===== config.mk =====
export PLATFORM = sky130hd
export DESIGN_NAME = rva_div
export DESIGN_NICKNAME = d
export VERILOG_FILES = /design/src/sv/rva_div.sv
export SDC_FILE = /design/constraint.sdc
export NUM_CORES = 1
export LEC_CHECK = 0
export BUFFER_PORTS_ARGS = -buffer_cell sky130_fd_sc_hd__buf_2
export CAP_MARGIN = 15
export CORE_AREA = 2 2 266 242
export DETAILED_ROUTE_END_ITERATION = 8
export DIE_AREA = 0 0 268 244
export PLACE_DENSITY = 0.81
export SLEW_MARGIN = 20
export SYNTH_ARGS = -nofsm -noshare
export SYNTH_HDL_FRONTEND = slang
export SYNTH_SLANG_ARGS = --single-unit

===== constraint.sdc =====
create_clock -name clk -period 5.3 [get_ports clk]
set_input_delay 0.265 -clock clk [delete_from_list [all_inputs] [get_ports clk]]
set_output_delay 0.265 -clock clk [all_outputs]
set_load 0.1 [all_outputs]

===== src/sv/rva_div.sv =====
`timescale 1ns / 1ps
`default_nettype none

// Restoring divider, one quotient bit per stage. The starting remainder
// must be below the divisor; numerator bits are shifted in MSB first.
module rva_div #(
  parameter int STEPS  = 16,
  parameter int DEN_W  = 17,
  parameter int SIDE_W = 1
) (
  input  wire logic              clk,
  input  wire logic              rst_n,
  input  wire logic              en,
  input  wire logic              in_valid,
  input  wire logic [DEN_W-1:0]  in_rem,
  input  wire logic [STEPS-1:0]  in_num,
  input  wire logic [DEN_W-1:0]  in_den,
  input  wire logic [SIDE_W-1:0] in_side,
  output logic                   out_valid,
  output logic [STEPS-1:0]       out_quo,
  output logic [SIDE_W-1:0]      out_side
);

  logic              v_r    [STEPS];
  logic [DEN_W-1:0]  rem_r  [STEPS];
  logic [STEPS-1:0]  num_r  [STEPS];
  logic [STEPS-1:0]  quo_r  [STEPS];
  logic [DEN_W-1:0]  den_r  [STEPS];
  logic [SIDE_W-1:0] side_r [STEPS];

  for (genvar k = 0; k < STEPS; k++) begin : g_stage
    logic              v_in;
    logic [DEN_W-1:0]  rem_in;
    logic [STEPS-1:0]  num_in;
    logic [STEPS-1:0]  quo_in;
    logic [DEN_W-1:0]  den_in;
    logic [SIDE_W-1:0] side_in;
    logic [DEN_W:0]    trial;
    logic [DEN_W:0]    diff;
    logic              ge;
    logic [DEN_W-1:0]  rem_nxt;
    logic [STEPS-1:0]  quo_nxt;

    if (k == 0) begin : g_first
      assign v_in    = in_valid;
      assign rem_in  = in_rem;
      assign num_in  = in_num;
      assign quo_in  = '0;
      assign den_in  = in_den;
      assign side_in = in_side;
    end else begin : g_next
      assign v_in    = v_r[k-1];
      assign rem_in  = rem_r[k-1];
      assign num_in  = num_r[k-1];
      assign quo_in  = quo_r[k-1];
      assign den_in  = den_r[k-1];
      assign side_in = side_r[k-1];
    end

    // Shift in the next numerator bit, subtract the divisor when it fits
    always_comb begin
      trial   = {rem_in, num_in[STEPS-1-k]};
      diff    = trial - {1'b0, den_in};
      ge      = (trial >= {1'b0, den_in});
      rem_nxt = ge ? diff[DEN_W-1:0] : trial[DEN_W-1:0];
      quo_nxt = quo_in;
      quo_nxt[STEPS-1-k] = ge;
    end

    always_ff @(posedge clk) begin
      if (!rst_n) begin
        v_r[k] <= 1'b0;
      end else if (en) begin
        v_r[k] <= v_in;
      end
    end

    always_ff @(posedge clk) begin
      if (en) begin
        rem_r[k]  <= rem_nxt;
        num_r[k]  <= num_in;
        quo_r[k]  <= quo_nxt;
        den_r[k]  <= den_in;
        side_r[k] <= side_in;
      end
    end
  end

  assign out_valid = v_r[STEPS-1];
  assign out_quo   = quo_r[STEPS-1];
  assign out_side  = side_r[STEPS-1];

endmodule

`default_nettype wire


==> key figures <==
Global routing
  • Total GRT Usage: 25.3%
  • Largest net degree at the start of global routing: 193
  • First-pass GRT wire length: 131000 um
  • Antenna violations before repair: 0
  • Number of global-route vias before repair: 24788
  • Grt total ovfl: 0

Worst setup path
  • Crit path kind: flop to flop
  • Worst Path Required: 5680 ps
  • WP data arrival: 4010 ps
  • Critical Path End Type: flop
  • Worst setup SP type: flop
  • Crit path max fanout: 18

STA
  • Final Max Tran Viols: 0
  • Final hold slack: 87.3 ps
  • Achievable Freq: 275 MHz
  • Final hold vios: 0
  • Final Cycle Share: 68.6%
  • Setup TNS: 0 ps
  • Worst Tran Pin Value: 1080 ps
  • Slew headroom: 28.3%
  • Min Tclk post-route: 3640 ps
  • Clock skew: 15.6 ps
  • Setup violations, final: 0
  • Final WS setup: 1660 ps
  • RSZ-0062 raised after global routing: false

Logic synthesis
  • Unique cell type count in the Yosys netlist: 86
  • Cell area after synthesis: 40300 sq um
  • Predominant post-synthesis flop cell: edfxtp_1
  • Seq/Total Area, Yosys: 59.4%
  • Ys async rst share: 0%
  • Syn Area/Cell: 12.3 sq um
  • Mapped Nets: 3609
  • Post-synthesis register bit count: 798
  • EDFF count, synth: 797
  • Syn. warnings: 0
  • Cells after Synth: 3267

Run status
  • Status: complete, no violations

Detailed routing
  • Drt initial violations: 2792
  • Vias after detailed routing: 25940
  • Antenna-violating nets left: 0
  • Routed Wire Length: 82100 um
  • Vias per Instance: 5.99
  • Final routed DRC violation total: 0
  • First-pass DRT Iterations: 6
  • Routed len/inst: 19.0 um

Floorplan
  • Top Ports: 73
  • Die X: 268 um
  • Core Region: 62400 sq um
  • Initial Utilization: 64.7%
  • Chip height: 244 um
  • Die ar.: 65400 sq um
  • Site Rows: 87

Clock tree
  • Total CTS buffers: 81
  • Clock sinks: 798
  • Root buf cell: clkbuf_16
  • Clock latency on the worst-skew pair: 630 ps
  • CTS tree: yes
  • H-tree levels: 3
  • Bufs on Longest Clock Path: 3
  • Clock transition at path regs: 60 ps
  • Post-CTS Setup Repair Bufs: 0

Min path
  • Worst hold path type: primary input to flop

Power
  • Peak supply drop: 0.000312 V
  • Pleak: 17.9 nW
  • Pwr Density: 570 nW/um^2

Place
  • Placed cell areas: 41700 sq um
  • DP HPWL: 57800 um
  • GPL Wtd Cong: 0.921
  • DP Worst Slack: 1670 ps
  • Port Buffers: 72
  • Placed cell count: 4135

Layout
  • Non-filler cells, final: 4333
  • Area Overhead vs Synth: 11.2%
  • # diodes: 0
  • Nets: 3767
  • Post-route cell area: 44900 sq um
  • Most common cell after layout, fill and taps aside: edfxtp_1
  • Share of cells above drive strength 1: 9.72%
  • Filler cell count in the final layout: 4130
  • Most frequent cells in the layout: 797 x edfxtp_1, 350 x inv_1, 272 x ha_1

Run
  • Maxcap violations: 0
==> cell families after synthesis <==
logic type,count (synthesis),synth area share (%)
xor gates and xnor gates,179,3.89
DFF,798,59.4
muxes,108,2.99
and+or+nand+nor,664,7.79
buffers and inverters,415,3.96
AOI/OAI and AO/OA,816,12.8
adders and majority gates,287,9.18
==> sequential cells by signal, summed over array words and instances (netlist names) <==
signal / cells
quo_r: 136
rem_r: 255
num_r: 120
side_r: 16
den_r: 255
v_r: 16
==> report_power, final <==
part	internal [W]	switching, W	total, W
logic	0.00426	0.00577	0.0100
registers	0.00894	0.000902	0.00985
clock network	0.00334	0.00236	0.00570
total	0.0165	0.00903	0.0256
==> per-stage QoR <==
stage               power (W)  util, %
global route           0.0271     71.9
detailed placement     0.0196     66.8
CTS                    0.0254     71.9
finish                 0.0256     71.9
floorplan              0.0171        -
global placement       0.0193     66.8
==> worst paths after layout <==
kind / slack [ps] / depth (start not counted) / startpoint / end
setup / recovery: 1660 / 10 / den_r[5][0] / rem_r[6][0]
hold / removal: 90 / 4 / in_rem[16] / rem_r[0][16]
setup reg to reg: 1660 / 10 / den_r[5][0] / rem_r[6][0]
hold reg to reg: 410 / 0 / quo_r[12][4] / quo_r[13][4]
==> worst max-delay path: stages, from the launching register on <==
cell and delay, ps:
edfxtp_1 520, ha_1 260, inv_1 70, fa_1 430, a211oi_1 330, o21ai_1 150, a21oi_1 320, o31ai_1 170
a31oi_1 310, o21ai_2 330, mux2i_1 470
==> Yosys cell counts (30+ instances only) <==
master / count / share of area (%)
ha_1: 272 / 8.4
nand2_1: 229 / 2.1
and3_1: 31 / 0.48
edfxtp_1: 797 / 59
nand4_1: 42 / 0.65
o21ai_0: 237 / 2.9
o21a_1: 34 / 0.63
nor2b_1: 30 / 0.47
a21o_1: 78 / 1.5
clkbuf_1: 44 / 0.41
a211oi_1: 40 / 0.74
nand3_1: 53 / 0.66
a21oi_1: 213 / 2.6
xnor2_1: 98 / 2.1
nor2_1: 161 / 1.5
mux2_2: 95 / 2.7
xor2_1: 81 / 1.8
inv_1: 350 / 3.3
o31ai_1: 46 / 0.86
==> layout make-up <==
| class | count | area, sq um | area share, % |
|---|---|---|---|
| timing repair buffer | 138 | 1030 | 2.30 |
| tap | 845 | 1060 | 2.36 |
| clock inverter | 48 | 523 | 1.17 |
| multi-input combinational | 2054 | 14800 | 33.1 |
| clock buffer | 98 | 2140 | 4.78 |
| inverter | 352 | 1320 | 2.95 |
| sequential | 798 | 24000 | 53.4 |
==> what timing repair did <==
action | CTS | global route
hold buffers | 52 | 0
gates resized for setup | 0 | 0
endpoints found under the hold margin | 52 | 0
==> per-layer routing <==
layer | GRT usage [%] | vias up | wire length, um
met1 | 38.8 | 12269 | 38500
met2 | 36.7 | 1106 | 34800
li1 | - | 12387 | -
met5 | 0 | - | 0
met4 | 7.69 | 0 | 2300
met3 | 4.81 | 178 | 6610
Power figures use the tool's default switching activity.
