### src/sv/rva_isqrt.sv
`timescale 1ns / 1ps
`default_nettype none

// Digit-by-digit integer square root, one root bit per stage.
module rva_isqrt #(
  parameter int RES_W  = 30,
  parameter int SIDE_W = 1
) (
  input  wire logic                 clk,
  input  wire logic                 rst_n,
  input  wire logic                 en,
  input  wire logic                 in_valid,
  input  wire logic [2*RES_W-1:0]   in_rad,
  input  wire logic [SIDE_W-1:0]    in_side,
  output logic                      out_valid,
  output logic [RES_W-1:0]          out_root,
  output logic [SIDE_W-1:0]         out_side
);

  localparam int RAD_W = 2 * RES_W;
  localparam int REM_W = RES_W + 1;

  logic              v_r    [RES_W];
  logic [RAD_W-1:0]  rad_r  [RES_W];
  logic [REM_W-1:0]  rem_r  [RES_W];
  logic [RES_W-1:0]  root_r [RES_W];
  logic [SIDE_W-1:0] side_r [RES_W];

  for (genvar k = 0; k < RES_W; k++) begin : g_stage
    logic              v_in;
    logic [RAD_W-1:0]  rad_in;
    logic [REM_W-1:0]  rem_in;
    logic [RES_W-1:0]  root_in;
    logic [SIDE_W-1:0] side_in;
    logic [REM_W+1:0]  trial;
    logic [REM_W+1:0]  tval;
    logic [REM_W+1:0]  diff;
    logic              ge;
    logic [REM_W-1:0]  rem_nxt;
    logic [RES_W-1:0]  root_nxt;

    if (k == 0) begin : g_first
      assign v_in    = in_valid;
      assign rad_in  = in_rad;
      assign rem_in  = '0;
      assign root_in = '0;
      assign side_in = in_side;
    end else begin : g_next
      assign v_in    = v_r[k-1];
      assign rad_in  = rad_r[k-1];
      assign rem_in  = rem_r[k-1];
      assign root_in = root_r[k-1];
      assign side_in = side_r[k-1];
    end

    // Bring down two radicand bits, try root*4+1
    always_comb begin
      trial    = {rem_in, rad_in[RAD_W-1-2*k -: 2]};
      tval     = {1'b0, root_in, 2'b01};
      diff     = trial - tval;
      ge       = (trial >= tval);
      rem_nxt  = ge ? diff[REM_W-1:0] : trial[REM_W-1:0];
      root_nxt = {root_in[RES_W-2:0], ge};
    end

    always_ff @(posedge clk) begin
      if (!rst_n) begin
        v_r[k] <= 1'b0;
      end else if (en) begin
        v_r[k] <= v_in;
      end
    end

    always_ff @(posedge clk) begin
      if (en) begin
        rad_r[k]  <= rad_in;
        rem_r[k]  <= rem_nxt;
        root_r[k] <= root_nxt;
        side_r[k] <= side_in;
      end
    end
  end

  assign out_valid = v_r[RES_W-1];
  assign out_root  = root_r[RES_W-1];
  assign out_side  = side_r[RES_W-1];

endmodule

`default_nettype wire

### config.mk
export PLATFORM = sky130hd
export DESIGN_NAME = rva_isqrt
export DESIGN_NICKNAME = d
export VERILOG_FILES = /design/src/sv/rva_isqrt.sv
export SDC_FILE = /design/constraint.sdc
export NUM_CORES = 2
export LEC_CHECK = 0
export BUFFER_PORTS_ARGS = -buffer_cell sky130_fd_sc_hd__buf_2
export CAP_MARGIN = 20
export CORE_MARGIN = 3
export CORE_UTILIZATION = 60
export CTS_BUF_LIST = sky130_fd_sc_hd__clkbuf_8
export CTS_CLUSTER_DIAMETER = 50
export DETAILED_ROUTE_END_ITERATION = 8
export PLACE_DENSITY = 0.72
export SLEW_MARGIN = 20
export SYNTH_ARGS = -nofsm -noshare
export SYNTH_HDL_FRONTEND = slang
export SYNTH_SLANG_ARGS = --single-unit
### constraint.sdc
create_clock -name clk -period 4.9 [get_ports clk]
set_input_delay 0.98 -clock clk [delete_from_list [all_inputs] [get_ports clk]]
set_output_delay 0.98 -clock clk [all_outputs]
set_load 0.02 [all_outputs]
==> impl_metrics.csv <==
group,metric,value,unit
status,status,"finished clean",
timing,finalHoldViolCount,0,
routing,routedWlPerCell,19.1,um
timing,slew_viol_final,0,
timing,worst_pin_slew,1.07,ns
global_routing,gr-total-overflow,0,
yosys,async_flop_share,0,
yosys,synth_warnings,0,
routing,detail_route.first_pass.iterations,8,
place,dpl.hpwl,151000,um
die,io_pins,97,
timing,timing.fmax,245,MHz
critical_path,worstSetupPathType,"reg2reg",
clocking,numCtsBuffers,370,
die,die_x,423,um
timing,period_minus_slack,4.08,ns
finish,fin_util,0.669,
power_and_ir_drop,leakagePower,0.0446,uW
timing,rsz0062_at_grt,"false",
yosys,synth_compound_area_frac,0.0930,
clocking,htreeDepth,5,
die,die_y,423,um
global_routing,grt_pass1_wl,335000,um
yosys,synth_simple_gate_area_frac,0.101,
yosys,synth_area_leader_cell,"edfxtp_1",
power_and_ir_drop,ir_drop,380,uV
finish,nNetsFinal,9003,
timing,setup_viol,0,
yosys,synth-adder-area-share,0.0596,
timing,finalSetupTns,0,ns
yosys,synth_nets,8561,
yosys,yosysSeqAreaShare,0.649,
job,drv_cap,0,
timing,fin_crit_sh,0.832,
place,gp_congestion,0.905,
die,start_util,0.605,
critical_path,cp_max_fo,20,
timing,slew_headroom,0.284,
yosys,synth.avg_cell_area,13.0,um2
critical_path,critPathLaunchType,"register",
clocking,cts_sinks,2250,
routing,drcViolationCount,0,
finish,syn_to_final_growth,10.4,%
finish,final_cell_mix,"edfxtp_1, inv_1, nor2_1",
timing,finClkSkew,0.0575,ns
critical_path,crit_chain,"ha_1 -> o21a_1 -> nor2_1 -> o2bb2ai_1 -> a211oi_1 -> a31oi_1 -> buf_4 -> o41ai_1 -> or4b_1 -> buf_12 -> mux2_2",
global_routing,grt_usage,0.236,
routing,viasPerCell,5.71,
yosys,postSynthCellCount,8000,
clocking,cts.path.max_buffers,4,
clocking,path_clk_slew,0.06,ns
place,port_buffers,96,
critical_path,arrival,4.83,ns
die,core,0.172,mm2
routing,initialDrtViolationCount,4811,
clocking,root_buffer,"clkbuf_8",
yosys,synthFlopType,"edfxtp_1",
yosys,ys_seq_elements,2250,
yosys,synthMuxAreaShare,0.00865,
critical_path,path_buf_inv,2,
critical_path,max_stage_delay,0.59,ns
yosys,syn-cell-area,0.104,mm2
critical_path,crit_path_end_kind,"register",
global_routing,grt_start_max_net_pins,132,
clocking,cts_setup_buffers,0,
yosys,synth_xor_area_frac,0.0612,
routing,final_antenna_net_count,0,
global_routing,antenna_found_initial,2,
finish,drive_gt1_frac,0.0918,
yosys,ys_types,89,
global_routing,grt_pass1_vias,62802,
worst_hold_path,hold_class,"in2reg",
clocking,cts_tree,"built",
critical_path,critPathRequiredTime,5.65,ns
yosys,yosysTopAreaCellShare,0.649,
die,core.rowCount,152,
finish,layout_commonest_cell,"edfxtp_1",
critical_path,cp_slowest_cell,"or4b_1",
die,die_area,0.179,mm2
clocking,clk_latency,1.04,ns
power_and_ir_drop,power.density,450,mW/mm2
critical_path,crit_family,"compound AO/OA/AOI/OAI gates",
yosys,synth_enable_flop_cells,2249,
routing,wirelength,211000,um
yosys,synth_area_leaders,"edfxtp_1, ha_1, xnor2_1",
routing,vias,62941,
yosys,synth_top_family_by_area,"simple AND/OR/NAND/NOR gates",
-- final timing paths --
| path | startpoint | endpoint | slack (ns) | depth (start not counted) |
|---|---|---|---|---|
| worst max-delay path | rem_r[1][217] | rem_r[1][254] | 0.82 | 11 |
| worst min-delay path | in_rad[16] | rad_r[0][16] | 0.15 | 1 |
| worst max register to register | rem_r[1][217] | rem_r[1][254] | 0.82 | 11 |
| worst min register to register | rad_r[0][125] | rad_r[0][185] | 0.37 | 0 |
-- metal layers --
metal | up-vias | routed length (um) | global-route usage
met2 | 1537 | 106000 | 0.406
li1 | 30564 | - | -
met4 | 0 | 6520 | 0.0860
met1 | 30398 | 89100 | 0.304
met5 | - | 0 | 0
met3 | 442 | 8990 | 0.0361
-- synthesized netlist by cell type (33+ instances only) --
| master | count |
|---|---|
| a211oi_1 | 39 |
| a21o_1 | 185 |
| a21oi_1 | 543 |
| a31oi_1 | 54 |
| and2_1 | 39 |
| and3_1 | 64 |
| clkbuf_1 | 147 |
| edfxtp_1 | 2249 |
| ha_1 | 496 |
| inv_1 | 610 |
| mux2_2 | 68 |
| nand2_1 | 508 |
| nand2b_1 | 82 |
| nand3_1 | 108 |
| nand4_1 | 88 |
| nor2_1 | 556 |
| nor2b_1 | 89 |
| nor3_1 | 178 |
| nor4_1 | 105 |
| o211ai_1 | 33 |
| o21a_1 | 78 |
| o21ai_0 | 386 |
| o21bai_1 | 39 |
| o31ai_1 | 40 |
| or2_2 | 35 |
| or3_1 | 76 |
| or4_1 | 56 |
| xnor2_1 | 363 |
| xor2_1 | 362 |
-- power breakdown --
part	total (uW)	switching (uW)	internal [uW]
registers	26000	1660	24300
logic	10800	6290	4510
clock network	14900	7100	7810
total	51700	15100	36600
-- state kept, by name, summed over array words and instances, names as in the netlist --
register and count:
root_r 465, rem_r 855, side_r 30, rad_r 870
v_r 30
-- worst reg2reg max path, stage by stage (launching register included) --
cell and delay (ns):
edfxtp_1 0.39, ha_1 0.36, o21a_1 0.13, nor2_1 0.05, o2bb2ai_1 0.20, a211oi_1 0.57, a31oi_1 0.17, buf_4 0.19
o41ai_1 0.58, or4b_1 0.59, buf_12 0.23, mux2_2 0.36
-- stage by stage --
step           setup slack (ns)  instances  total power, uW  instance area (um2)  hold slack [ns]
4_1_cts                   0.893      11025            52100               115000          0.00219
3_3_place_gp              0.921      10360            36800               108000            0.400
3_5_place_dp              0.922      10360            37000               108000            0.405
6_report                  0.821      11028            51700               115000            0.149
5_1_grt                   0.516      11028            54500               115000           0.0362
2_1_floorplan              1.39       8000            33500               104000            0.400
-- cell type report --
cell class,instances,area [um2]
Antenna cell,3,7.51
Clock buffer,377,5190
Clock inverter,268,1460
Fill cell,12573,57000
Inverter,614,2300
Multi-Input combinational cell,4981,33700
Sequential cell,2250,67600
Tap cell,2310,2890
Timing Repair Buffer,225,1850
-- timing repair --
item                      CTS  global route
hold endpoints to repair   20             0
hold buffers               20             0
resized for setup           0             0
-- kinds of logic (layout without fill, tap and decap cells) --
logic type / after synthesis / after routing
flip-flops: 2250 / 2250
AND/OR/NAND/NOR: 2099 / 2099
AO/OA/AOI/OAI: 1579 / 1579
buffers and inverters: 769 / 1484
XOR/XNOR: 726 / 726
adder cells (fa/ha/maj): 496 / 496
multiplexers: 80 / 80
other: 1 / 4
Power figures use the tool's default switching activity.
