--- src/sv/rva_pkg.sv ---
`timescale 1ns / 1ps
`default_nettype none

package rva_pkg;

  // Field and datapath widths
  localparam int PIX_W      = 12;
  localparam int DIM_W      = 13;
  localparam int Q16_W      = 16;
  localparam int STR_W      = 9;
  localparam int ALPHA_W    = 8;
  localparam int CFG_IDX_W  = 2;
  localparam int CFG_DATA_W = 16;

  // Squares of 13-bit magnitudes, and sums of two of them
  localparam int SQ_W       = 2 * DIM_W;
  localparam int DSQ_W      = SQ_W + 1;
  // D * 2^32 / M: numerator and quotient width
  localparam int FRAC_SHIFT = 32;
  localparam int QUO_W      = DSQ_W + FRAC_SHIFT;
  // Square root of the padded quotient
  localparam int RATIO_W    = (QUO_W + 1) / 2;
  localparam int RAD_W      = 2 * RATIO_W;
  // Ramp value t in 0..1.0, unsigned Q.16
  localparam int T_W        = Q16_W + 1;
  localparam int PROD_W     = T_W + STR_W;
  localparam int SCALE_W    = PROD_W + 8;
  localparam int ALPHA_LSB  = 24;

  localparam logic [T_W-1:0] ONE_Q16 = T_W'(65536);

  // Register reset values
  localparam logic [DIM_W-1:0] RST_FRAME_WIDTH  = DIM_W'(640);
  localparam logic [DIM_W-1:0] RST_FRAME_HEIGHT = DIM_W'(480);
  localparam logic [Q16_W-1:0] RST_INNER_RADIUS = Q16_W'(32768);
  localparam logic [STR_W-1:0] RST_STRENGTH     = STR_W'(179);

  // Register indexes on the configuration channel
  typedef enum logic [CFG_IDX_W-1:0] {
    CFG_FRAME_WIDTH  = 2'd0,
    CFG_FRAME_HEIGHT = 2'd1,
    CFG_INNER_RADIUS = 2'd2,
    CFG_STRENGTH     = 2'd3
  } cfg_idx_t;

  // How the ramp value is formed for one pixel
  typedef enum logic [1:0] {
    SEL_ZERO = 2'd0,
    SEL_FULL = 2'd1,
    SEL_FRAC = 2'd2
  } ramp_sel_t;

  // Squared distance and squared diagonal of one pixel
  typedef struct packed {
    logic             valid;
    logic [DSQ_W-1:0] d;
    logic [DSQ_W-1:0] m;
  } dist_item_t;

  // Normalized radius of one pixel
  typedef struct packed {
    logic               valid;
    logic [RATIO_W-1:0] ratio;
    logic               m_zero;
  } ratio_item_t;

  // Finished opacity of one pixel
  typedef struct packed {
    logic               valid;
    logic [ALPHA_W-1:0] alpha;
  } alpha_item_t;

endpackage

`default_nettype wire

--- src/sv/rva_dist.sv ---
`timescale 1ns / 1ps
`default_nettype none

// Three stages: center offsets, squares, sums.
module rva_dist (
  input  wire logic                      clk,
  input  wire logic                      rst_n,
  input  wire logic                      en,
  input  wire logic                      in_valid,
  input  wire logic [rva_pkg::PIX_W-1:0] pixel_x,
  input  wire logic [rva_pkg::PIX_W-1:0] pixel_y,
  input  wire logic [rva_pkg::DIM_W-1:0] frame_width,
  input  wire logic [rva_pkg::DIM_W-1:0] frame_height,
  output rva_pkg::dist_item_t            dist_o
);

  logic                      a_v_r;
  logic [rva_pkg::DIM_W-1:0] dx_r, dy_r, w_r, h_r;
  logic [rva_pkg::DIM_W-1:0] dx_nxt, dy_nxt, tx, ty;

  logic                      b_v_r;
  logic [rva_pkg::SQ_W-1:0]  dx2_r, dy2_r, w2_r, h2_r;

  logic                      c_v_r;
  logic [rva_pkg::DSQ_W-1:0] d_r, m_r;

  // Offsets of twice the position from the frame size
  always_comb begin
    tx = {pixel_x, 1'b0};
    ty = {pixel_y, 1'b0};
    dx_nxt = (tx >= frame_width) ? (tx - frame_width) : (frame_width - tx);
    dy_nxt = (ty >= frame_height) ? (ty - frame_height) : (frame_height - ty);
  end

  // Advance valid bits
  always_ff @(posedge clk) begin
    if (!rst_n) begin
      a_v_r <= 1'b0;
      b_v_r <= 1'b0;
      c_v_r <= 1'b0;
    end else if (en) begin
      a_v_r <= in_valid;
      b_v_r <= a_v_r;
      c_v_r <= b_v_r;
    end
  end

  // Advance payload
  always_ff @(posedge clk) begin
    if (en) begin
      dx_r  <= dx_nxt;
      dy_r  <= dy_nxt;
      w_r   <= frame_width;
      h_r   <= frame_height;
      dx2_r <= rva_pkg::SQ_W'(dx_r) * rva_pkg::SQ_W'(dx_r);
      dy2_r <= rva_pkg::SQ_W'(dy_r) * rva_pkg::SQ_W'(dy_r);
      w2_r  <= rva_pkg::SQ_W'(w_r) * rva_pkg::SQ_W'(w_r);
      h2_r  <= rva_pkg::SQ_W'(h_r) * rva_pkg::SQ_W'(h_r);
      d_r   <= rva_pkg::DSQ_W'(dx2_r) + rva_pkg::DSQ_W'(dy2_r);
      m_r   <= rva_pkg::DSQ_W'(w2_r) + rva_pkg::DSQ_W'(h2_r);
    end
  end

  assign dist_o.valid = c_v_r;
  assign dist_o.d     = d_r;
  assign dist_o.m     = m_r;

endmodule

`default_nettype wire

--- config.mk ---
export PLATFORM = sky130hd
export DESIGN_NAME = rva_dist
export DESIGN_NICKNAME = d
export VERILOG_FILES = /design/src/sv/rva_pkg.sv /design/src/sv/rva_dist.sv
export SDC_FILE = /design/constraint.sdc
export NUM_CORES = 1
export LEC_CHECK = 0
export BUFFER_PORTS_ARGS = -buffer_cell sky130_fd_sc_hd__buf_2
export CELL_PAD_IN_SITES_DETAIL_PLACEMENT = 1
export CELL_PAD_IN_SITES_GLOBAL_PLACEMENT = 1
export CORE_UTILIZATION = 50
export DETAILED_ROUTE_END_ITERATION = 6
export GPL_TIMING_DRIVEN = 0
export PLACE_DENSITY_LB_ADDON = 0.1
export SLEW_MARGIN = 20
export SYNTH_ARGS = -nofsm -noshare
export SYNTH_HDL_FRONTEND = slang
export SYNTH_SLANG_ARGS = --single-unit
--- constraint.sdc ---
create_clock -name clk -period 8.8 [get_ports clk]
set_input_delay 2.2 -clock clk [delete_from_list [all_inputs] [get_ports clk]]
set_output_delay 2.2 -clock clk [all_outputs]
set_load 0.01 [all_outputs]
==> results.json <==
{
  "routed_wl_mm": 69.7,
  "drc": 0,
  "slew_violations": 0,
  "worstPathRequired_ns": 9.12,
  "dieArea_um2": 59100,
  "yosysWarnings": 0,
  "clk_latency_ns": 0.58,
  "port_buffers": 108,
  "stdcell_area_um2": 31400,
  "grt_max_degree": 102,
  "htreeDepth": 1,
  "layout_setup_ws_ns": 2.16,
  "setup_tns_ns": 0,
  "n_antenna_cell": 0,
  "place_worst_setup_slack_ns": 2.16,
  "cap_violations": 0,
  "final_cell_mix": "811 x inv_1, 384 x fa_1, 375 x ha_1, 241 x nand2_1, 200 x edfxtp_1",
  "synth-seq-cells": 203,
  "syn2layout_area_growth_pct": 8.16,
  "row_count": 87,
  "startpoint_type": "flip-flop",
  "drt_iter0_drc": 688,
  "path_clk_slew_ns": 0.06,
  "finClkSkew_ns": 0.0379,
  "synthCells": 3021,
  "clock-root-buffer": "clkbuf_16",
  "max_slew_margin_pct": 33.4,
  "die_y_um": 243,
  "ant_nets": 0,
  "synth_edf_count": 200,
  "clockBufferDepth": 3,
  "crit_path_end_kind": "flip-flop",
  "worst_slew_pin_slew_ns": 0.986,
  "timing.hold.ws_ns": 0.487,
  "setup_viol_count_final": 0,
  "track_usage_pct": 24.6,
  "async_flop_share_pct": 0,
  "initial_utilization_pct": 51.0,
  "fmax_mhz": 151,
  "cts_hold_buffers": 0,
  "critical_path.max_fanout": 10,
  "worstSetupPathType": "reg -> reg",
  "timing.final.hold_violations": 0,
  "syn_area_um2": 29100,
  "post_cts_resized": 0,
  "synth_cell_types": 76,
  "hp-class": "reg -> reg",
  "antenna_found_initial": 1,
  "routedWlPerCell_um": 17.7,
  "die_x_um": 243,
  "synth.net_count": 3834,
  "viasPerCell": 5.24,
  "min_period_over_period_pct": 75.4,
  "outcome": "finished, final reports clean",
  "grt_pass1_wl_mm": 117,
  "grt-ovfl-total": 0,
  "min_period_ns": 6.64,
  "dp_hpwl_mm": 59.1,
  "ys_seq_area_share_pct": 20.9,
  "clock-sinks": 203,
  "cts_made_buffers": 26,
  "gp_congestion": 0.876,
  "avgSynthCellArea_um2": 9.62,
  "num_vias": 20620,
  "layout_commonest_cell": "inv_1",
  "grt_pass1_vias": 23308,
  "cts_tree": "built",
  "firstDrtPassIters": 5,
  "nNetsFinal": 3972,
  "layout-drive-gt1-share_pct": 6.23,
  "place_area_um2": 30600,
  "rsz0062_at_grt": "no",
  "post_cts_buffers": 0,
  "boundaryPins": 109,
  "synth_ff_type": "edfxtp_1",
  "arrival_ns": 6.96,
  "core-area_um2": 56900
}
path summary, 6_finish.rpt:
path / from / to / slack (ns) / cells past startpoint
max: h_r[8] / h2_r[25] / 2.16 / 19
min: dx_r[0] / dx2_r[0] / 0.49 / 0
min reg2reg: dx_r[0] / dx2_r[0] / 0.49 / 0
max reg2reg: h_r[8] / h2_r[25] / 2.16 / 19
metrics by stage:
| step | utilization, % | instances |
|---|---|---|
| detailed placement | 53.8 | 3887 |
| floorplan | - | 3021 |
| finish | 55.2 | 3935 |
| global placement | 53.6 | 3885 |
| global route | 55.2 | 3935 |
| CTS | 55.2 | 3935 |
cells by family (layout without fill, tap and decap cells):
family                     after synthesis  in the layout  share of synthesized area (%)
buffers and inverters                  882           1040                           11.5
adders and majority gates              759            759                           42.6
and+or+nand+nor                        592            592                           9.94
AOI/OAI and AO/OA                      378            378                           8.69
DFF                                    203            203                           20.9
xor gates and xnor gates               178            178                           5.37
muxes                                   29             29                           1.03
synthesized netlist by cell type (4+ instances only):
cell type,n,area (um2)
nor3_1,20,100
and2_1,126,788
and3_1,11,68.8
a31o_2,11,96.3
mux2_2,7,78.8
or3_1,7,43.8
a221o_1,4,40.0
fa_1,384,7690
nor2_1,82,308
ha_1,375,4690
o21a_1,16,120
a211oi_1,13,97.6
nand2_1,241,905
mux2i_1,22,220
xor2_1,63,552
inv_1,811,3040
nor2b_1,34,213
a211o_1,6,52.6
or2_2,10,62.6
a21o_1,64,480
edfxtp_1,200,6010
a31oi_1,11,68.8
o31ai_1,6,45.0
clkbuf_1,64,240
nand4_1,14,87.6
o211ai_1,7,52.6
o21bai_1,17,128
a21oi_1,116,581
nand3_1,18,90.1
xnor2_1,115,1010
nand2b_1,13,81.3
o21ai_0,56,280
worst max-delay path, stage by stage, from the launching register on:
cell,delay (ns)
edfxtp_1,0.54
clkbuf_1,0.54
nand2_1,0.24
fa_1,0.55
fa_1,0.51
inv_1,0.05
fa_1,0.49
fa_1,0.55
inv_1,0.06
fa_1,0.48
inv_1,0.05
ha_1,0.35
and3_4,0.19
and3_4,0.19
o211ai_1,0.14
a21oi_1,0.17
or4b_1,0.57
a31o_1,0.24
o41a_1,0.32
xnor2_1,0.15
sequential cells by signal, summed over array words and instances (netlist names):
register,flops
a_v_r,1
b_v_r,1
c_v_r,1
d_r,26
dx2_r,25
dx_r,13
dy2_r,25
dy_r,13
h2_r,24
h_r,12
m_r,26
w2_r,24
w_r,12
final cells by class:
| class | instances | area (um2) |
|---|---|---|
| clock inverters | 16 | 124 |
| fillers | 6534 | 25500 |
| repair buffers | 110 | 606 |
| inverters | 811 | 3040 |
| well taps | 756 | 946 |
| flip-flops and latches | 203 | 6070 |
| clock buffers | 32 | 694 |
| multi-input cells | 1936 | 19600 |
| plain buffers | 71 | 295 |
routing by layer:
layer	track usage, %	wire (um)	vias up
li1	-	-	9755
met1	31.3	30400	10546
met2	45.2	36200	247
met3	2.40	1840	72
met4	4.85	1330	0
met5	0	0	-
Power is left out: the tool's default activity adds up to more than one toggle a clock period on the data nets, which glitch-free logic cannot reach.
