[src/sv/rva_pkg.sv]
`timescale 1ns / 1ps
`default_nettype none

package rva_pkg;

  // Field and datapath widths
  localparam int PIX_W      = 12;
  localparam int DIM_W      = 13;
  localparam int Q16_W      = 16;
  localparam int STR_W      = 9;
  localparam int ALPHA_W    = 8;
  localparam int CFG_IDX_W  = 2;
  localparam int CFG_DATA_W = 16;

  // Squares of 13-bit magnitudes, and sums of two of them
  localparam int SQ_W       = 2 * DIM_W;
  localparam int DSQ_W      = SQ_W + 1;
  // D * 2^32 / M: numerator and quotient width
  localparam int FRAC_SHIFT = 32;
  localparam int QUO_W      = DSQ_W + FRAC_SHIFT;
  // Square root of the padded quotient
  localparam int RATIO_W    = (QUO_W + 1) / 2;
  localparam int RAD_W      = 2 * RATIO_W;
  // Ramp value t in 0..1.0, unsigned Q.16
  localparam int T_W        = Q16_W + 1;
  localparam int PROD_W     = T_W + STR_W;
  localparam int SCALE_W    = PROD_W + 8;
  localparam int ALPHA_LSB  = 24;

  localparam logic [T_W-1:0] ONE_Q16 = T_W'(65536);

  // Register reset values
  localparam logic [DIM_W-1:0] RST_FRAME_WIDTH  = DIM_W'(640);
  localparam logic [DIM_W-1:0] RST_FRAME_HEIGHT = DIM_W'(480);
  localparam logic [Q16_W-1:0] RST_INNER_RADIUS = Q16_W'(32768);
  localparam logic [STR_W-1:0] RST_STRENGTH     = STR_W'(179);

  // Register indexes on the configuration channel
  typedef enum logic [CFG_IDX_W-1:0] {
    CFG_FRAME_WIDTH  = 2'd0,
    CFG_FRAME_HEIGHT = 2'd1,
    CFG_INNER_RADIUS = 2'd2,
    CFG_STRENGTH     = 2'd3
  } cfg_idx_t;

  // How the ramp value is formed for one pixel
  typedef enum logic [1:0] {
    SEL_ZERO = 2'd0,
    SEL_FULL = 2'd1,
    SEL_FRAC = 2'd2
  } ramp_sel_t;

  // Squared distance and squared diagonal of one pixel
  typedef struct packed {
    logic             valid;
    logic [DSQ_W-1:0] d;
    logic [DSQ_W-1:0] m;
  } dist_item_t;

  // Normalized radius of one pixel
  typedef struct packed {
    logic               valid;
    logic [RATIO_W-1:0] ratio;
    logic               m_zero;
  } ratio_item_t;

  // Finished opacity of one pixel
  typedef struct packed {
    logic               valid;
    logic [ALPHA_W-1:0] alpha;
  } alpha_item_t;

endpackage

`default_nettype wire

[src/sv/rva_div.sv]
`timescale 1ns / 1ps
`default_nettype none

// Restoring divider, one quotient bit per stage. The starting remainder
// must be below the divisor; numerator bits are shifted in MSB first.
module rva_div #(
  parameter int STEPS  = 16,
  parameter int DEN_W  = 17,
  parameter int SIDE_W = 1
) (
  input  wire logic              clk,
  input  wire logic              rst_n,
  input  wire logic              en,
  input  wire logic              in_valid,
  input  wire logic [DEN_W-1:0]  in_rem,
  input  wire logic [STEPS-1:0]  in_num,
  input  wire logic [DEN_W-1:0]  in_den,
  input  wire logic [SIDE_W-1:0] in_side,
  output logic                   out_valid,
  output logic [STEPS-1:0]       out_quo,
  output logic [SIDE_W-1:0]      out_side
);

  logic              v_r    [STEPS];
  logic [DEN_W-1:0]  rem_r  [STEPS];
  logic [STEPS-1:0]  num_r  [STEPS];
  logic [STEPS-1:0]  quo_r  [STEPS];
  logic [DEN_W-1:0]  den_r  [STEPS];
  logic [SIDE_W-1:0] side_r [STEPS];

  for (genvar k = 0; k < STEPS; k++) begin : g_stage
    logic              v_in;
    logic [DEN_W-1:0]  rem_in;
    logic [STEPS-1:0]  num_in;
    logic [STEPS-1:0]  quo_in;
    logic [DEN_W-1:0]  den_in;
    logic [SIDE_W-1:0] side_in;
    logic [DEN_W:0]    trial;
    logic [DEN_W:0]    diff;
    logic              ge;
    logic [DEN_W-1:0]  rem_nxt;
    logic [STEPS-1:0]  quo_nxt;

    if (k == 0) begin : g_first
      assign v_in    = in_valid;
      assign rem_in  = in_rem;
      assign num_in  = in_num;
      assign quo_in  = '0;
      assign den_in  = in_den;
      assign side_in = in_side;
    end else begin : g_next
      assign v_in    = v_r[k-1];
      assign rem_in  = rem_r[k-1];
      assign num_in  = num_r[k-1];
      assign quo_in  = quo_r[k-1];
      assign den_in  = den_r[k-1];
      assign side_in = side_r[k-1];
    end

    // Shift in the next numerator bit, subtract the divisor when it fits
    always_comb begin
      trial   = {rem_in, num_in[STEPS-1-k]};
      diff    = trial - {1'b0, den_in};
      ge      = (trial >= {1'b0, den_in});
      rem_nxt = ge ? diff[DEN_W-1:0] : trial[DEN_W-1:0];
      quo_nxt = quo_in;
      quo_nxt[STEPS-1-k] = ge;
    end

    always_ff @(posedge clk) begin
      if (!rst_n) begin
        v_r[k] <= 1'b0;
      end else if (en) begin
        v_r[k] <= v_in;
      end
    end

    always_ff @(posedge clk) begin
      if (en) begin
        rem_r[k]  <= rem_nxt;
        num_r[k]  <= num_in;
        quo_r[k]  <= quo_nxt;
        den_r[k]  <= den_in;
        side_r[k] <= side_in;
      end
    end
  end

  assign out_valid = v_r[STEPS-1];
  assign out_quo   = quo_r[STEPS-1];
  assign out_side  = side_r[STEPS-1];

endmodule

`default_nettype wire

[src/sv/rva_ramp.sv]
`timescale 1ns / 1ps
`default_nettype none

// Ramp from inner radius to corner, then scale by strength.
module rva_ramp (
  input  wire logic                      clk,
  input  wire logic                      rst_n,
  input  wire logic                      en,
  input  wire logic [rva_pkg::Q16_W-1:0] inner_radius,
  input  wire logic [rva_pkg::STR_W-1:0] strength,
  input  wire rva_pkg::ratio_item_t      ratio_i,
  output rva_pkg::alpha_item_t           alpha_o
);

  localparam int SEL_W = $bits(rva_pkg::ramp_sel_t);

  logic [rva_pkg::RATIO_W-1:0] r_ext;
  logic [rva_pkg::RATIO_W-1:0] diff;
  logic [rva_pkg::T_W-1:0]     den_nxt;
  rva_pkg::ramp_sel_t          sel_nxt;

  logic                        pre_v_r;
  rva_pkg::ramp_sel_t          sel_r;
  logic [rva_pkg::T_W-1:0]     rem_r;
  logic [rva_pkg::T_W-1:0]     den_r;

  logic                        div_valid;
  logic [rva_pkg::Q16_W-1:0]   div_quo;
  logic [SEL_W-1:0]            div_side;
  rva_pkg::ramp_sel_t          div_sel;
  logic [rva_pkg::T_W-1:0]     t_val;

  logic                        p_v_r;
  logic [rva_pkg::PROD_W-1:0]  p_r;
  logic [rva_pkg::SCALE_W-1:0] scaled;
  logic [rva_pkg::SCALE_W-rva_pkg::ALPHA_LSB-1:0] hi;

  // Classify: inside radius, past the corner, or a fraction to divide out
  always_comb begin
    r_ext   = rva_pkg::RATIO_W'(inner_radius);
    diff    = ratio_i.ratio - r_ext;
    den_nxt = rva_pkg::ONE_Q16 - rva_pkg::T_W'(inner_radius);
    if (ratio_i.m_zero || (ratio_i.ratio <= r_ext)) begin
      sel_nxt = rva_pkg::SEL_ZERO;
    end else if (diff >= rva_pkg::RATIO_W'(den_nxt)) begin
      sel_nxt = rva_pkg::SEL_FULL;
    end else begin
      sel_nxt = rva_pkg::SEL_FRAC;
    end
  end

  always_ff @(posedge clk) begin
    if (!rst_n) begin
      pre_v_r <= 1'b0;
    end else if (en) begin
      pre_v_r <= ratio_i.valid;
    end
  end

  always_ff @(posedge clk) begin
    if (en) begin
      sel_r <= sel_nxt;
      rem_r <= {1'b0, diff[rva_pkg::Q16_W-1:0]};
      den_r <= den_nxt;
    end
  end

  // (diff << 16) / den, with diff below den
  rva_div #(
    .STEPS  (rva_pkg::Q16_W),
    .DEN_W  (rva_pkg::T_W),
    .SIDE_W (SEL_W)
  ) u_div (
    .clk       (clk),
    .rst_n     (rst_n),
    .en        (en),
    .in_valid  (pre_v_r),
    .in_rem    (rem_r),
    .in_num    ('0),
    .in_den    (den_r),
    .in_side   (SEL_W'(sel_r)),
    .out_valid (div_valid),
    .out_quo   (div_quo),
    .out_side  (div_side)
  );

  // Pick the ramp value
  always_comb begin
    div_sel = rva_pkg::ramp_sel_t'(div_side);
    case (div_sel)
      rva_pkg::SEL_ZERO: t_val = '0;
      rva_pkg::SEL_FULL: t_val = rva_pkg::ONE_Q16;
      rva_pkg::SEL_FRAC: t_val = {1'b0, div_quo};
      default:           t_val = '0;
    endcase
  end

  always_ff @(posedge clk) begin
    if (!rst_n) begin
      p_v_r <= 1'b0;
    end else if (en) begin
      p_v_r <= div_valid;
    end
  end

  always_ff @(posedge clk) begin
    if (en) begin
      p_r <= rva_pkg::PROD_W'(t_val) * rva_pkg::PROD_W'(strength);
    end
  end

  // Times 255, drop 24 fraction bits, saturate
  always_comb begin
    scaled = {p_r, 8'b0} - rva_pkg::SCALE_W'(p_r);
    hi     = scaled[rva_pkg::SCALE_W-1:rva_pkg::ALPHA_LSB];
    alpha_o.valid = p_v_r;
    alpha_o.alpha = (|hi[$bits(hi)-1:rva_pkg::ALPHA_W]) ? '1 : hi[rva_pkg::ALPHA_W-1:0];
  end

endmodule

`default_nettype wire

[config.mk]
export PLATFORM = sky130hd
export DESIGN_NAME = rva_ramp
export DESIGN_NICKNAME = d
export VERILOG_FILES = /design/src/sv/rva_pkg.sv /design/src/sv/rva_div.sv /design/src/sv/rva_ramp.sv
export SDC_FILE = /design/constraint.sdc
export NUM_CORES = 2
export LEC_CHECK = 0
export ABC_AREA = 1
export ABC_CLOCK_PERIOD_IN_PS = 9800
export BUFFER_PORTS_ARGS = -buffer_cell sky130_fd_sc_hd__buf_2
export CORE_MARGIN = 3
export CORE_UTILIZATION = 25
export CTS_BUF_LIST = sky130_fd_sc_hd__clkbuf_4 sky130_fd_sc_hd__clkbuf_8 sky130_fd_sc_hd__clkbuf_16
export DETAILED_ROUTE_END_ITERATION = 8
export GPL_TIMING_DRIVEN = 1
export SYNTH_ARGS = -nofsm -noshare
export SYNTH_HDL_FRONTEND = slang
export SYNTH_SLANG_ARGS = --single-unit
[constraint.sdc]
create_clock -name clk -period 9.8 [get_ports clk]
set_input_delay 1.96 -clock clk [delete_from_list [all_inputs] [get_ports clk]]
set_output_delay 1.96 -clock clk [all_outputs]
set_load 0.01 [all_outputs]
==> impl_metrics.ini <==
[timing]
fin_crit_ps = 6030
worst_slew_pin_slew_ps = 1267
slew_viol_final = 0
clock_skew_ps = 19.64
max_slew_margin = 0.1550
layout_setup_ws_ps = 3770
hold_viol_final = 0
finalSetupTns_ps = 0
max_freq_ghz = 0.1658
finalSetupViolations = 0
rsz0062_at_grt = no
worst_hold_slack_ps = 402.9
fin_crit_sh = 0.6153

[die]
core_um2 = 189000
dieArea_um2 = 196600
ios = 69
rows = 159
die_h_um = 443.4
die_x_um = 443.4
initial_core_util = 0.2531

[yosys]
synth_area_um2 = 47830
synth.area.mux_share = 0
syn_avg_cell_area_um2 = 9.772
synth-simple-area-share = 0.1450
yosysWarnings = 0
synth_cell_type_count = 61
synth_seq_cells = 757
yosysSeqAreaShare = 0.4747
synth_xor_area_frac = 0.04905
synth_compound_area_frac = 0.1076
synth_edf_count = 754
syn-instance-count = 4894
syn-num-nets = 5445
synthArstFlopShare = 0
synth_fa_ha_area_frac = 0.1476
synth_ff_type = edfxtp_1
synth_top_family_by_area = adder cells

[drt]
via_per_inst = 4.344
first_iter_violations = 1655
finalWirelength_um = 103700
vias = 32824
ant_nets = 0
first_pass_iters = 5
wl_per_cell_um = 13.72
drcViolationCount = 0

[pwr]
cellPowerDensity_nw_per_um2 = 265.6
power.leakage_nw = 23.25
p_total_mw = 14.22
ir_drop_mv = 0.1546

[finish]
final_cells = 7557
design_area_um2 = 53540
nets = 5548
final_util = 0.2833
drive_above_1_share = 0.08001
diodes = 0
syn2layout_area_growth_pct = 11.94

[cts]
htree_levels = 3
cts_setup_buffers = 0
cts_buffer_depth = 3
clkLatencyLatePin_ps = 670
cts_tree = done
cts.sinks = 757
clk_pin_slew_ps = 60
root_buffer = clkbuf_16
ctsResizeCount = 0
cts_hold_repair.buffers = 0
cts_buffers = 83

[placement]
io_buffers = 68
gp_congestion = 0.8916
dp_hpwl_um = 81900
dp_cells = 7407
dpl-instance-area_um2 = 50840
pre_cts_ws_ps = 3113

[grt]
grt_pass1_vias = 34032
track_usage = 0.1048
antenna_found_initial = 0
grt_pass1_wl_um = 169800
grt.overflow.total = 0
grt_max_degree = 200

[critical_path]
critical-path-max-stage-delay_ps = 550
worstPathArrival_ps = 6440
path_max_fanout = 14
end_kind = flip-flop
critPathSlowestCell = fa_1
crit_chain = buf_2, inv_1, nor2_1, fa_1, fa_1, fa_1, inv_1, fa_1, inv_1, ha_1, a21oi_1, inv_1, a31oi_1, o21ai_0, a21oi_1, o21bai_1, nand2_1, nand2_1, xor2_1
r2r_cells = 21
path_class = input pin to flip-flop
r2r_slack_ps = 4380
critical_path_required_ps = 10210
cp-start-kind = input pin

[flow_run]
max_cap_viol_count = 0

[hold_path]
hp-class = flip-flop to flip-flop
hold_depth = 0

[run_status]
outcome = completed
==> placed cells by master (no fill, tap or decap), drive strengths merged, types with 3 or more instances in the layout <==
master    count
dfxtp         3
nand2       942
fa          122
buf          76
o2111ai       8
bufinv        4
clkinvlp      7
nor3         31
xnor2       112
inv         830
a21oi       372
nand3       163
clkbuf      104
a21o         50
o21bai       19
ha          369
nor2        401
nand3b        9
a221oi        6
a211oi       10
o31ai        22
a31oi        20
o21ai       343
edfxtp      754
nor4          4
o21a         12
a211o         6
xor2        155
nor4b        10
nand4        57
clkinv       30
==> state kept, by name, indices dropped and copies added (netlist names) <==
name,flops
u_div.den_r,255
u_div.rem_r,255
u_div.quo_r,136
u_div.side_r,32
p_r,26
den_r,17
rem_r,16
u_div.v_r,16
sel_r,2
p_v_r,1
pre_v_r,1
==> cells in the mapped netlist (4+ instances only) <==
cell / instances / share of area
edfxtp_1: 754 / 0.47
o31ai_1: 22 / 0.0035
inv_2: 24 / 0.0019
a221oi_2: 6 / 0.0019
ha_1: 369 / 0.097
o21bai_1: 19 / 0.0030
a31oi_1: 19 / 0.0025
nor2_2: 20 / 0.0026
a211oi_2: 8 / 0.0021
a21oi_1: 363 / 0.038
a21o_1: 50 / 0.0078
nand4_1: 56 / 0.0073
nand2_1: 922 / 0.072
buf_4: 6 / 0.00094
o2111ai_1: 7 / 0.0013
nand2_2: 19 / 0.0025
nor4b_2: 6 / 0.0019
nor2_4: 8 / 0.0019
o21ai_2: 56 / 0.010
clkbuf_1: 10 / 0.00078
nand3b_1: 9 / 0.0014
nor2_1: 373 / 0.029
o21ai_1: 151 / 0.016
xnor2_1: 112 / 0.021
inv_1: 800 / 0.063
a211o_1: 6 / 0.0011
fa_1: 122 / 0.051
o21ai_0: 136 / 0.014
nand3_1: 140 / 0.015
o21a_1: 12 / 0.0019
nor3_1: 27 / 0.0028
nor4b_1: 4 / 0.00073
buf_6: 36 / 0.0085
xor2_1: 154 / 0.028
a21oi_2: 9 / 0.0016
nand3_2: 23 / 0.0048
==> layer usage <==
layer | GRT usage | vias up | wire length [um]
met1 | 0.1190 | 15376 | 43060
met3 | 0.01469 | 220 | 3296
met5 | 0 | - | 0
li1 | - | 16663 | -
met4 | 0.03954 | 0 | 3738
met2 | 0.1973 | 565 | 53580
==> area by class of cell <==
type / instances / area [um^2]
fill: 19754 / 135500
sequential: 757 / 22700
multi-input combinational: 3254 / 21480
tap: 2495 / 3122
timing repair buffer: 76 / 435.4
clock buffer: 104 / 2271
clock inverter: 46 / 422.9
inverter: 825 / 3099
==> report_power, final <==
group,total [mW],switching (mW),internal [mW],leakage [nW]
Sequential,5.10,0.417,4.68,7.44
Combinational,6.06,3.80,2.26,14.5
Clock,3.06,1.29,1.76,1.32
Total,14.2,5.51,8.71,23.2
==> worst max-delay path, delay by kind of cell <==
family | cells | cell delay (ps)
buffers and inverters | 5 | 700
xor gates and xnor gates | 1 | 140
and+or+nand+nor | 3 | 290
adders and majority gates | 5 | 2460
AOI/OAI and AO/OA | 5 | 880
==> worst paths after layout <==
| check | start | endpoint |
|---|---|---|
| max | strength[7] | p_r[22] |
| min reg2reg | u_div.quo_r[14][4] | u_div.quo_r[15][4] |
| min | u_div.quo_r[14][4] | u_div.quo_r[15][4] |
| max reg2reg | u_div.side_r[15][0] | p_r[23] |
==> kinds of logic (layout without fill, tap and decap cells) <==
group,count (synthesis),in the layout
xor gates and xnor gates,267,267
buffers and inverters,883,1051
adders and majority gates,491,491
and+or+nand+nor,1621,1621
AOI/OAI and AO/OA,875,875
DFF,757,757
No activity file was read; power rests on OpenSTA's default activity.
